<file path="src/design/stt_pkg.sv">
// Package: sizes, codes and shared types of the software timer table.
`timescale 1ns / 1ps
package stt_pkg;

    localparam int POOL_DEPTH = 16;
    localparam int ID_BITS    = 8;
    localparam int IDX_W      = $clog2(POOL_DEPTH);
    localparam int CNT_W      = $clog2(POOL_DEPTH + 1);
    localparam int TIME_W     = 32;

    localparam logic [1:0] FUNC_SET    = 2'd0;
    localparam logic [1:0] FUNC_REMOVE = 2'd1;
    localparam logic [1:0] FUNC_TICK   = 2'd2;

    localparam logic [1:0] KIND_SET    = 2'd0;
    localparam logic [1:0] KIND_REMOVE = 2'd1;
    localparam logic [1:0] KIND_EXPIRY = 2'd2;

    localparam logic [1:0] STAT_OK        = 2'd0;
    localparam logic [1:0] STAT_FULL      = 2'd1;
    localparam logic [1:0] STAT_NOT_FOUND = 2'd2;

    typedef struct packed {
        logic [TIME_W-1:0] new_count;
        logic              zero;
        logic              key_hit;
    } unit_res_t;

endpackage

</file>
<file path="src/design/stt_unit.sv">
// Shared unit: saturating count subtract and key compare for one slot.
`timescale 1ns / 1ps
module stt_unit
    import stt_pkg::*;
(
    input  logic [TIME_W-1:0]  count,
    input  logic [TIME_W-1:0]  elapsed,
    input  logic [ID_BITS-1:0] slot_task,
    input  logic [ID_BITS-1:0] slot_signal,
    input  logic [ID_BITS-1:0] key_task,
    input  logic [ID_BITS-1:0] key_signal,
    output unit_res_t          res
);

    always_comb
    begin
        res.new_count = (elapsed < count) ? (count - elapsed) : '0;
        res.zero      = (res.new_count == '0);
        res.key_hit   = (slot_task == key_task) && (slot_signal == key_signal);
    end

endmodule

</file>
<file path="src/design/software_timer_table_top.sv">
// Top level: timer table with its walking sequencer and result register.
//
//  channel   direction  ports                                               handshake
//  request   in         func dest_task signal duration periodic elapsed     start & !busy
//  result    out        kind status expired_task expired_signal last        done, one cycle
//
// Set and remove walk the order list for a match.
// A tick walks every live timer once through the shared subtract unit, one
// timer a cycle, then flushes the final expiry once the walk has ended.
// Each result is shown for one cycle on done; the receiver cannot stall.
// Reset clears the used flags, the live count and the sequencer.
`timescale 1ns / 1ps
module software_timer_table_top
    import stt_pkg::*;
(
    input  logic               clk,
    input  logic               rst_n,
    input  logic               start,
    output logic               busy,
    input  logic [1:0]         func,
    input  logic [7:0]         dest_task,
    input  logic [7:0]         signal,
    input  logic [31:0]        duration,
    input  logic               periodic,
    input  logic [31:0]        elapsed,
    output logic               done,
    output logic [1:0]         kind,
    output logic [1:0]         status,
    output logic [7:0]         expired_task,
    output logic [7:0]         expired_signal,
    output logic               last
);

    localparam logic [1:0] ST_IDLE = 2'd0;
    localparam logic [1:0] ST_FIND = 2'd1;
    localparam logic [1:0] ST_TICK = 2'd2;

    logic [1:0]          state_reg;
    logic [1:0]          func_reg;
    logic [ID_BITS-1:0]  task_reg;
    logic [ID_BITS-1:0]  sig_reg;
    logic [TIME_W-1:0]   dur_reg;
    logic                per_reg;
    logic [TIME_W-1:0]   el_reg;
    logic [CNT_W-1:0]    pos_reg;
    logic [CNT_W-1:0]    active_reg;

    logic [POOL_DEPTH-1:0] used_reg;
    logic [ID_BITS-1:0]    slot_task_reg   [POOL_DEPTH];
    logic [ID_BITS-1:0]    slot_signal_reg [POOL_DEPTH];
    logic [TIME_W-1:0]     slot_count_reg  [POOL_DEPTH];
    logic [TIME_W-1:0]     slot_period_reg [POOL_DEPTH];
    logic [IDX_W-1:0]      order_reg       [POOL_DEPTH];

    // pending expiry, held until we know whether it is the final one
    logic                hold_valid_reg;
    logic [ID_BITS-1:0]  hold_task_reg;
    logic [ID_BITS-1:0]  hold_sig_reg;

    logic                done_reg;
    logic [1:0]          kind_reg;
    logic [1:0]          status_reg;
    logic [7:0]          xtask_reg;
    logic [7:0]          xsig_reg;
    logic                last_reg;

    logic [IDX_W-1:0]    cur_slot;
    logic                at_end;
    unit_res_t           ures;
    logic [IDX_W-1:0]    free_slot;
    logic                free_found;

    assign cur_slot = order_reg[pos_reg[IDX_W-1:0]];
    assign at_end   = (pos_reg >= active_reg);

    stt_unit u_unit (
        .count       (slot_count_reg[cur_slot]),
        .elapsed     (el_reg),
        .slot_task   (slot_task_reg[cur_slot]),
        .slot_signal (slot_signal_reg[cur_slot]),
        .key_task    (task_reg),
        .key_signal  (sig_reg),
        .res         (ures)
    );

    always_comb
    begin
        free_slot  = '0;
        free_found = 1'b0;
        for (int i = POOL_DEPTH - 1; i >= 0; i--)
        begin
            if (!used_reg[i])
            begin
                free_slot  = IDX_W'(i);
                free_found = 1'b1;
            end
        end
    end

    always_ff @(posedge clk or negedge rst_n)
    begin
        if (!rst_n)
        begin
            state_reg      <= ST_IDLE;
            pos_reg        <= '0;
            active_reg     <= '0;
            used_reg       <= '0;
            hold_valid_reg <= 1'b0;
            done_reg       <= 1'b0;
        end
        else
        begin
            unique case (state_reg)
                ST_IDLE:
                begin
                    done_reg <= 1'b0;
                    if (start)
                    begin
                        func_reg       <= func;
                        task_reg       <= dest_task;
                        sig_reg        <= signal;
                        dur_reg        <= duration;
                        per_reg        <= periodic;
                        el_reg         <= elapsed;
                        pos_reg        <= '0;
                        hold_valid_reg <= 1'b0;
                        if (func == FUNC_SET || func == FUNC_REMOVE)
                            state_reg <= ST_FIND;
                        else if (func == FUNC_TICK)
                            state_reg <= ST_TICK;
                    end
                end
                ST_FIND:
                begin
                    done_reg <= at_end || ures.key_hit;
                    if (at_end || ures.key_hit)
                    begin
                        state_reg  <= ST_IDLE;
                        last_reg   <= 1'b1;
                        xtask_reg  <= '0;
                        xsig_reg   <= '0;
                        kind_reg   <= (func_reg == FUNC_SET) ? KIND_SET : KIND_REMOVE;
                    end
                    if (!at_end && ures.key_hit)
                    begin
                        status_reg <= STAT_OK;
                        if (func_reg == FUNC_SET)
                            slot_count_reg[cur_slot] <= dur_reg;
                        else
                        begin
                            used_reg[cur_slot] <= 1'b0;
                            for (int i = 0; i < POOL_DEPTH - 1; i++)
                                if (CNT_W'(i) >= pos_reg)
                                    order_reg[i] <= order_reg[i+1];
                            active_reg <= active_reg - 1'b1;
                        end
                    end
                    else if (at_end)
                    begin
                        if (func_reg == FUNC_REMOVE)
                            status_reg <= STAT_NOT_FOUND;
                        else if (!free_found || active_reg >= CNT_W'(POOL_DEPTH))
                            status_reg <= STAT_FULL;
                        else
                        begin
                            status_reg                 <= STAT_OK;
                            used_reg[free_slot]        <= 1'b1;
                            slot_task_reg[free_slot]   <= task_reg;
                            slot_signal_reg[free_slot] <= sig_reg;
                            slot_count_reg[free_slot]  <= dur_reg;
                            slot_period_reg[free_slot] <= per_reg ? dur_reg : '0;
                            for (int i = 1; i < POOL_DEPTH; i++)
                                order_reg[i] <= order_reg[i-1];
                            order_reg[0] <= free_slot;
                            active_reg   <= active_reg + 1'b1;
                        end
                    end
                    else
                        pos_reg <= pos_reg + 1'b1;
                end
                ST_TICK:
                begin
                    if (at_end)
                    begin
                        state_reg <= ST_IDLE;
                        done_reg  <= hold_valid_reg;
                        if (hold_valid_reg)
                        begin
                            kind_reg   <= KIND_EXPIRY;
                            status_reg <= STAT_OK;
                            xtask_reg  <= hold_task_reg;
                            xsig_reg   <= hold_sig_reg;
                            last_reg   <= 1'b1;
                        end
                    end
                    else if (ures.zero)
                    begin
                        done_reg <= hold_valid_reg;
                        if (hold_valid_reg)
                        begin
                            kind_reg   <= KIND_EXPIRY;
                            status_reg <= STAT_OK;
                            xtask_reg  <= hold_task_reg;
                            xsig_reg   <= hold_sig_reg;
                            last_reg   <= 1'b0;
                        end
                        hold_valid_reg <= 1'b1;
                        hold_task_reg  <= slot_task_reg[cur_slot];
                        hold_sig_reg   <= slot_signal_reg[cur_slot];
                        if (slot_period_reg[cur_slot] != '0)
                        begin
                            slot_count_reg[cur_slot] <= slot_period_reg[cur_slot];
                            pos_reg <= pos_reg + 1'b1;
                        end
                        else
                        begin
                            // one-shot: drop it and close the gap in the order
                            used_reg[cur_slot] <= 1'b0;
                            for (int i = 0; i < POOL_DEPTH - 1; i++)
                                if (CNT_W'(i) >= pos_reg)
                                    order_reg[i] <= order_reg[i+1];
                            active_reg <= active_reg - 1'b1;
                        end
                    end
                    else
                    begin
                        done_reg <= 1'b0;
                        slot_count_reg[cur_slot] <= ures.new_count;
                        pos_reg <= pos_reg + 1'b1;
                    end
                end
                default:
                begin
                    done_reg  <= 1'b0;
                    state_reg <= ST_IDLE;
                end
            endcase
        end
    end

    assign busy           = (state_reg != ST_IDLE);
    assign done           = done_reg;
    assign kind           = kind_reg;
    assign status         = status_reg;
    assign expired_task   = xtask_reg;
    assign expired_signal = xsig_reg;
    assign last           = last_reg;

endmodule
</file>
<file path="config.mk">
export PLATFORM = sky130hd
export DESIGN_NAME = software_timer_table_top
export DESIGN_NICKNAME = d
export VERILOG_FILES = /design/src/design/stt_pkg.sv /design/src/design/stt_unit.sv /design/src/design/software_timer_table_top.sv
export SDC_FILE = /design/constraint.sdc
export NUM_CORES = 2
export LEC_CHECK = 0
export ABC_AREA = 1
export BUFFER_PORTS_ARGS = -buffer_cell sky130_fd_sc_hd__buf_2
export CAP_MARGIN = 20
export CORE_MARGIN = 8
export CORE_UTILIZATION = 38
export DETAILED_ROUTE_END_ITERATION = 7
export MAX_ROUTING_LAYER = met4
export PLACE_DENSITY = 0.56
export SYNTH_ARGS = -nofsm -noshare
export SYNTH_HDL_FRONTEND = slang
export SYNTH_HIERARCHICAL = 1
export SYNTH_SLANG_ARGS = --single-unit
</file>
<file path="constraint.sdc">
create_clock -name clk -period 12.4 [get_ports clk]
set_input_delay 0.62 -clock clk [delete_from_list [all_inputs] [get_ports clk]]
set_output_delay 0.62 -clock clk [all_outputs]
set_load 0.02 [all_outputs]
</file>
==> flow_summary_export.csv <==
group,metric,value,unit
outcome,status,"completed",
timing,tightest_slew,1.05,ns
cells_and_area,area_growth,15.0,%
global_route,grt_pass1_vias,42100,
logic_synthesis,async_reset_ff_share,2.01,%
logic_synthesis,synth_edf_count,1464,
placement,place_hpwl,114000,um
floorplanning,start_util,38.1,%
logic_synthesis,yosysUniqueCellTypes,59,
timing,timing.hold.ws,0.0663,ns
worst_setup_path,endpoint,"slot_count_reg[11][5]",
placement,place_ws,2.84,ns
timing,layout_setup_ws,2.78,ns
cts,clk_latency,0.82,ns
timing,hold_viol_final,0,
logic_synthesis,syn_area_per_cell,11.5,um2
timing,max_clock_freq,104,MHz
route,viasPerCell,5.34,
cells_and_area,layout.nets,5893,
route,drt_iter0_drc,4478,
timing,final.setup.tns,0,ns
global_route,grt_use_total,21.3,%
worst_setup_path,crit_type,"flip-flop to flip-flop",
logic_synthesis,syn-cell-area,64200,um2
power_and_ir_drop,pwr-share-seq,32.1,%
worst_setup_path,critPathMaxFanout,52,
cts,cts_tree,"yes",
floorplanning,die_area,182000,um2
logic_synthesis,yosysTopAreaCellShare,68.5,%
route,route.detailed.drc,0,
worst_setup_path,startpoint,"pos_reg[2]",
floorplanning,die_w,427,um
global_route,overflow,0,
power_and_ir_drop,power.switching,7.99,mW
route,wire_per_inst,23.9,um
worst_setup_path,r2r_start,"pos_reg[2]",
cts,htree_levels,4,
cts,cts_post_setup_buffers_inserted,0,
route,routed-via-count,43300,
cells_and_area,layout-drive-gt1-share,9.69,%
cts,hold_buffers,80,
worst_setup_path,crit_path_end_kind,"flip-flop",
worst_setup_path,arrival,10.12,ns
power_and_ir_drop,p_int,11.0,mW
min_path,hold_path.class,"primary input to flip-flop",
global_route,grt_pass1_wl,283000,um
power_and_ir_drop,peakVddDrop,0.193,mV
placement,gp_congestion,0.927,
route,route.final.wire_length,193000,um
worst_setup_path,r2r-end,"slot_count_reg[11][5]",
worst_setup_path,cp-start-kind,"flip-flop",
cts,cts-root-buf,"clkbuf_16",
power_and_ir_drop,pwr-share-clk,25.7,%
cells_and_area,fin_util,43.8,%
cts,cts.sinks,1494,
timing,finalSetupViolCount,0,
worst_setup_path,r2r_cells,35,
timing,slew_violations,0,
floorplanning,die_y,427,um
global_route,grt_max_degree,143,
timing,rsz0062_at_grt,"false",
route,drtAntennaViolNets,0,
logic_synthesis,synth_seq_area_share,69.7,%
cts,post_cts_resized,0,
logic_synthesis,ys_seq_elements,1494,
timing,fin_crit_sh,77.6,%
logic_synthesis,synthTopCellsByArea,"edfxtp_1, nand2_1, a22oi_1",
cts,cts_buffers,164,
power_and_ir_drop,swShare,42.0,%
worst_setup_path,regToRegSetupSlack,2.78,ns
floorplanning,design.core.area,169000,um2
power_and_ir_drop,p_per_area,258,nW/um2
power_and_ir_drop,power,19.0,mW
global_route,antenna_found_initial,2,
placement,io_buffer_count,108,
cts,path_clk_slew,0.06,ns
logic_synthesis,synth_top_cell_by_area,"edfxtp_1",
logic_synthesis,ys_warn_count,6,
floorplanning,rows,151,
timing,fin_skew,0.0481,ns
floorplanning,io_pins,109,
worst_setup_path,critPathRequiredTime,12.89,ns
timing,fin_crit,9.62,ns
power_and_ir_drop,combPwrFrac,42.2,%
route,first_pass_iters,5,
logic_synthesis,yosys_most_used_dff,"edfxtp_1",
power_and_ir_drop,leakagePower,28.2,nW
logic_synthesis,syn_nets,5714,
logic_synthesis,netlist_instances,5581,
cells_and_area,fillers,15600,
worst_setup_path,crit_top_cell,"nand2_1",
cts,cts_buffer_depth,3,
logic_synthesis,synth_common_cells,"nand2_1, edfxtp_1, a22oi_1",
logic_synthesis,yosysMostFrequentCell,"nand2_1",
worst_setup_path,slowest_stage,"nor2_4",
job,maxCapViolCount,0,
worst_setup_path,max_stage_delay,0.78,ns
timing,maxSlewHeadroom,29.3,%
area by class of cell:
class / instances / area (um2) / area share [%]
flip-flops and latches: 1494 / 44700 / 60.6
multi-input cells: 3484 / 17300 / 23.5
clock buffers: 196 / 4320 / 5.85
well taps: 2218 / 2780 / 3.76
repair buffers: 304 / 2370 / 3.21
inverters: 312 / 1190 / 1.61
clock inverters: 92 / 1080 / 1.47
diodes: 1 / 2.50 / 0.00339
metal layers:
layer | routed length (um) | track usage [%]
met5 | 0 | -
met4 | 7220 | 7.81
met1 | 83000 | 27.9
met2 | 92300 | 34.2
met3 | 10800 | 2.75
cell usage in the layout (no fill, tap or decap), types with 4 or more instances in the layout:
| cell type | count |
|---|---|
| a2111o_1 | 48 |
| a21boi_0 | 49 |
| a21oi_1 | 192 |
| a22oi_1 | 384 |
| buf_12 | 12 |
| buf_2 | 107 |
| buf_4 | 104 |
| bufinv_16 | 16 |
| clkbuf_1 | 26 |
| clkbuf_16 | 167 |
| clkbuf_8 | 4 |
| clkinv_1 | 32 |
| clkinv_16 | 8 |
| clkinv_2 | 27 |
| dfrtp_1 | 30 |
| dlygate4sd3_1 | 80 |
| edfxtp_1 | 1464 |
| ha_1 | 45 |
| inv_1 | 295 |
| inv_2 | 12 |
| mux2i_1 | 4 |
| nand2_1 | 1942 |
| nand2_2 | 14 |
| nand2_4 | 6 |
| nand3_1 | 274 |
| nand3_2 | 8 |
| nand3b_1 | 5 |
| nand4_1 | 31 |
| nor2_1 | 182 |
| nor2_4 | 44 |
| nor3_1 | 21 |
| nor3_2 | 4 |
| nor4_2 | 4 |
| o211ai_1 | 7 |
| o21ai_0 | 112 |
| o21ai_1 | 26 |
| o21bai_1 | 9 |
| xnor2_1 | 14 |
| xor2_1 | 18 |
critical path, delay by kind of cell (launching register included):
family | cells | cell delay (ns)
buffers and inverters | 6 | 1.33
adders and majority gates | 1 | 0.31
AOI/OAI and AO/OA | 4 | 0.76
and+or+nand+nor | 24 | 6.13
DFF | 1 | 0.63
stage by stage:
step                area (um2)  instances
detailed placement       67600       7731
global placement         67600       7731
finish                   73800       8101
CTS                      73800       8099
global route             73800       8101
floorplan                64200       5581
worst min path at each step:
stage,startpoint,to,depth (start not counted)
2_1_floorplan,rst_n,active_reg[0],0
3_3_place_gp,order_reg[14][0],order_reg[15][0],0
3_5_place_dp,order_reg[14][0],order_reg[15][0],0
4_1_cts,duration[30],dur_reg[30],1
5_1_grt,duration[30],dur_reg[30],1
6_report,duration[30],dur_reg[30],1
logic make-up (layout without fill, tap and decap cells):
family | count (synthesis) | after routing | share of synthesized area (%)
other | 0 | 1 | 0
muxes | 5 | 5 | 0.0800
buffers and inverters | 603 | 904 | 3.87
adders and majority gates | 47 | 47 | 0.928
DFF | 1494 | 1494 | 69.7
AOI/OAI and AO/OA | 849 | 849 | 8.95
and+or+nand+nor | 2551 | 2551 | 16.0
xor gates and xnor gates | 32 | 32 | 0.437
power by group through the flow:
stage          logic [mW]  clock network [mW]  registers [mW]
2_1_floorplan        5.25                   0            6.18
3_3_place_gp         7.93                   0            6.21
3_5_place_dp         7.91                   0            6.21
4_1_cts              7.97                4.98            6.11
5_1_grt              8.73                5.17            6.12
6_report             8.02                4.90            6.11
(Power assumes the default switching activity.)
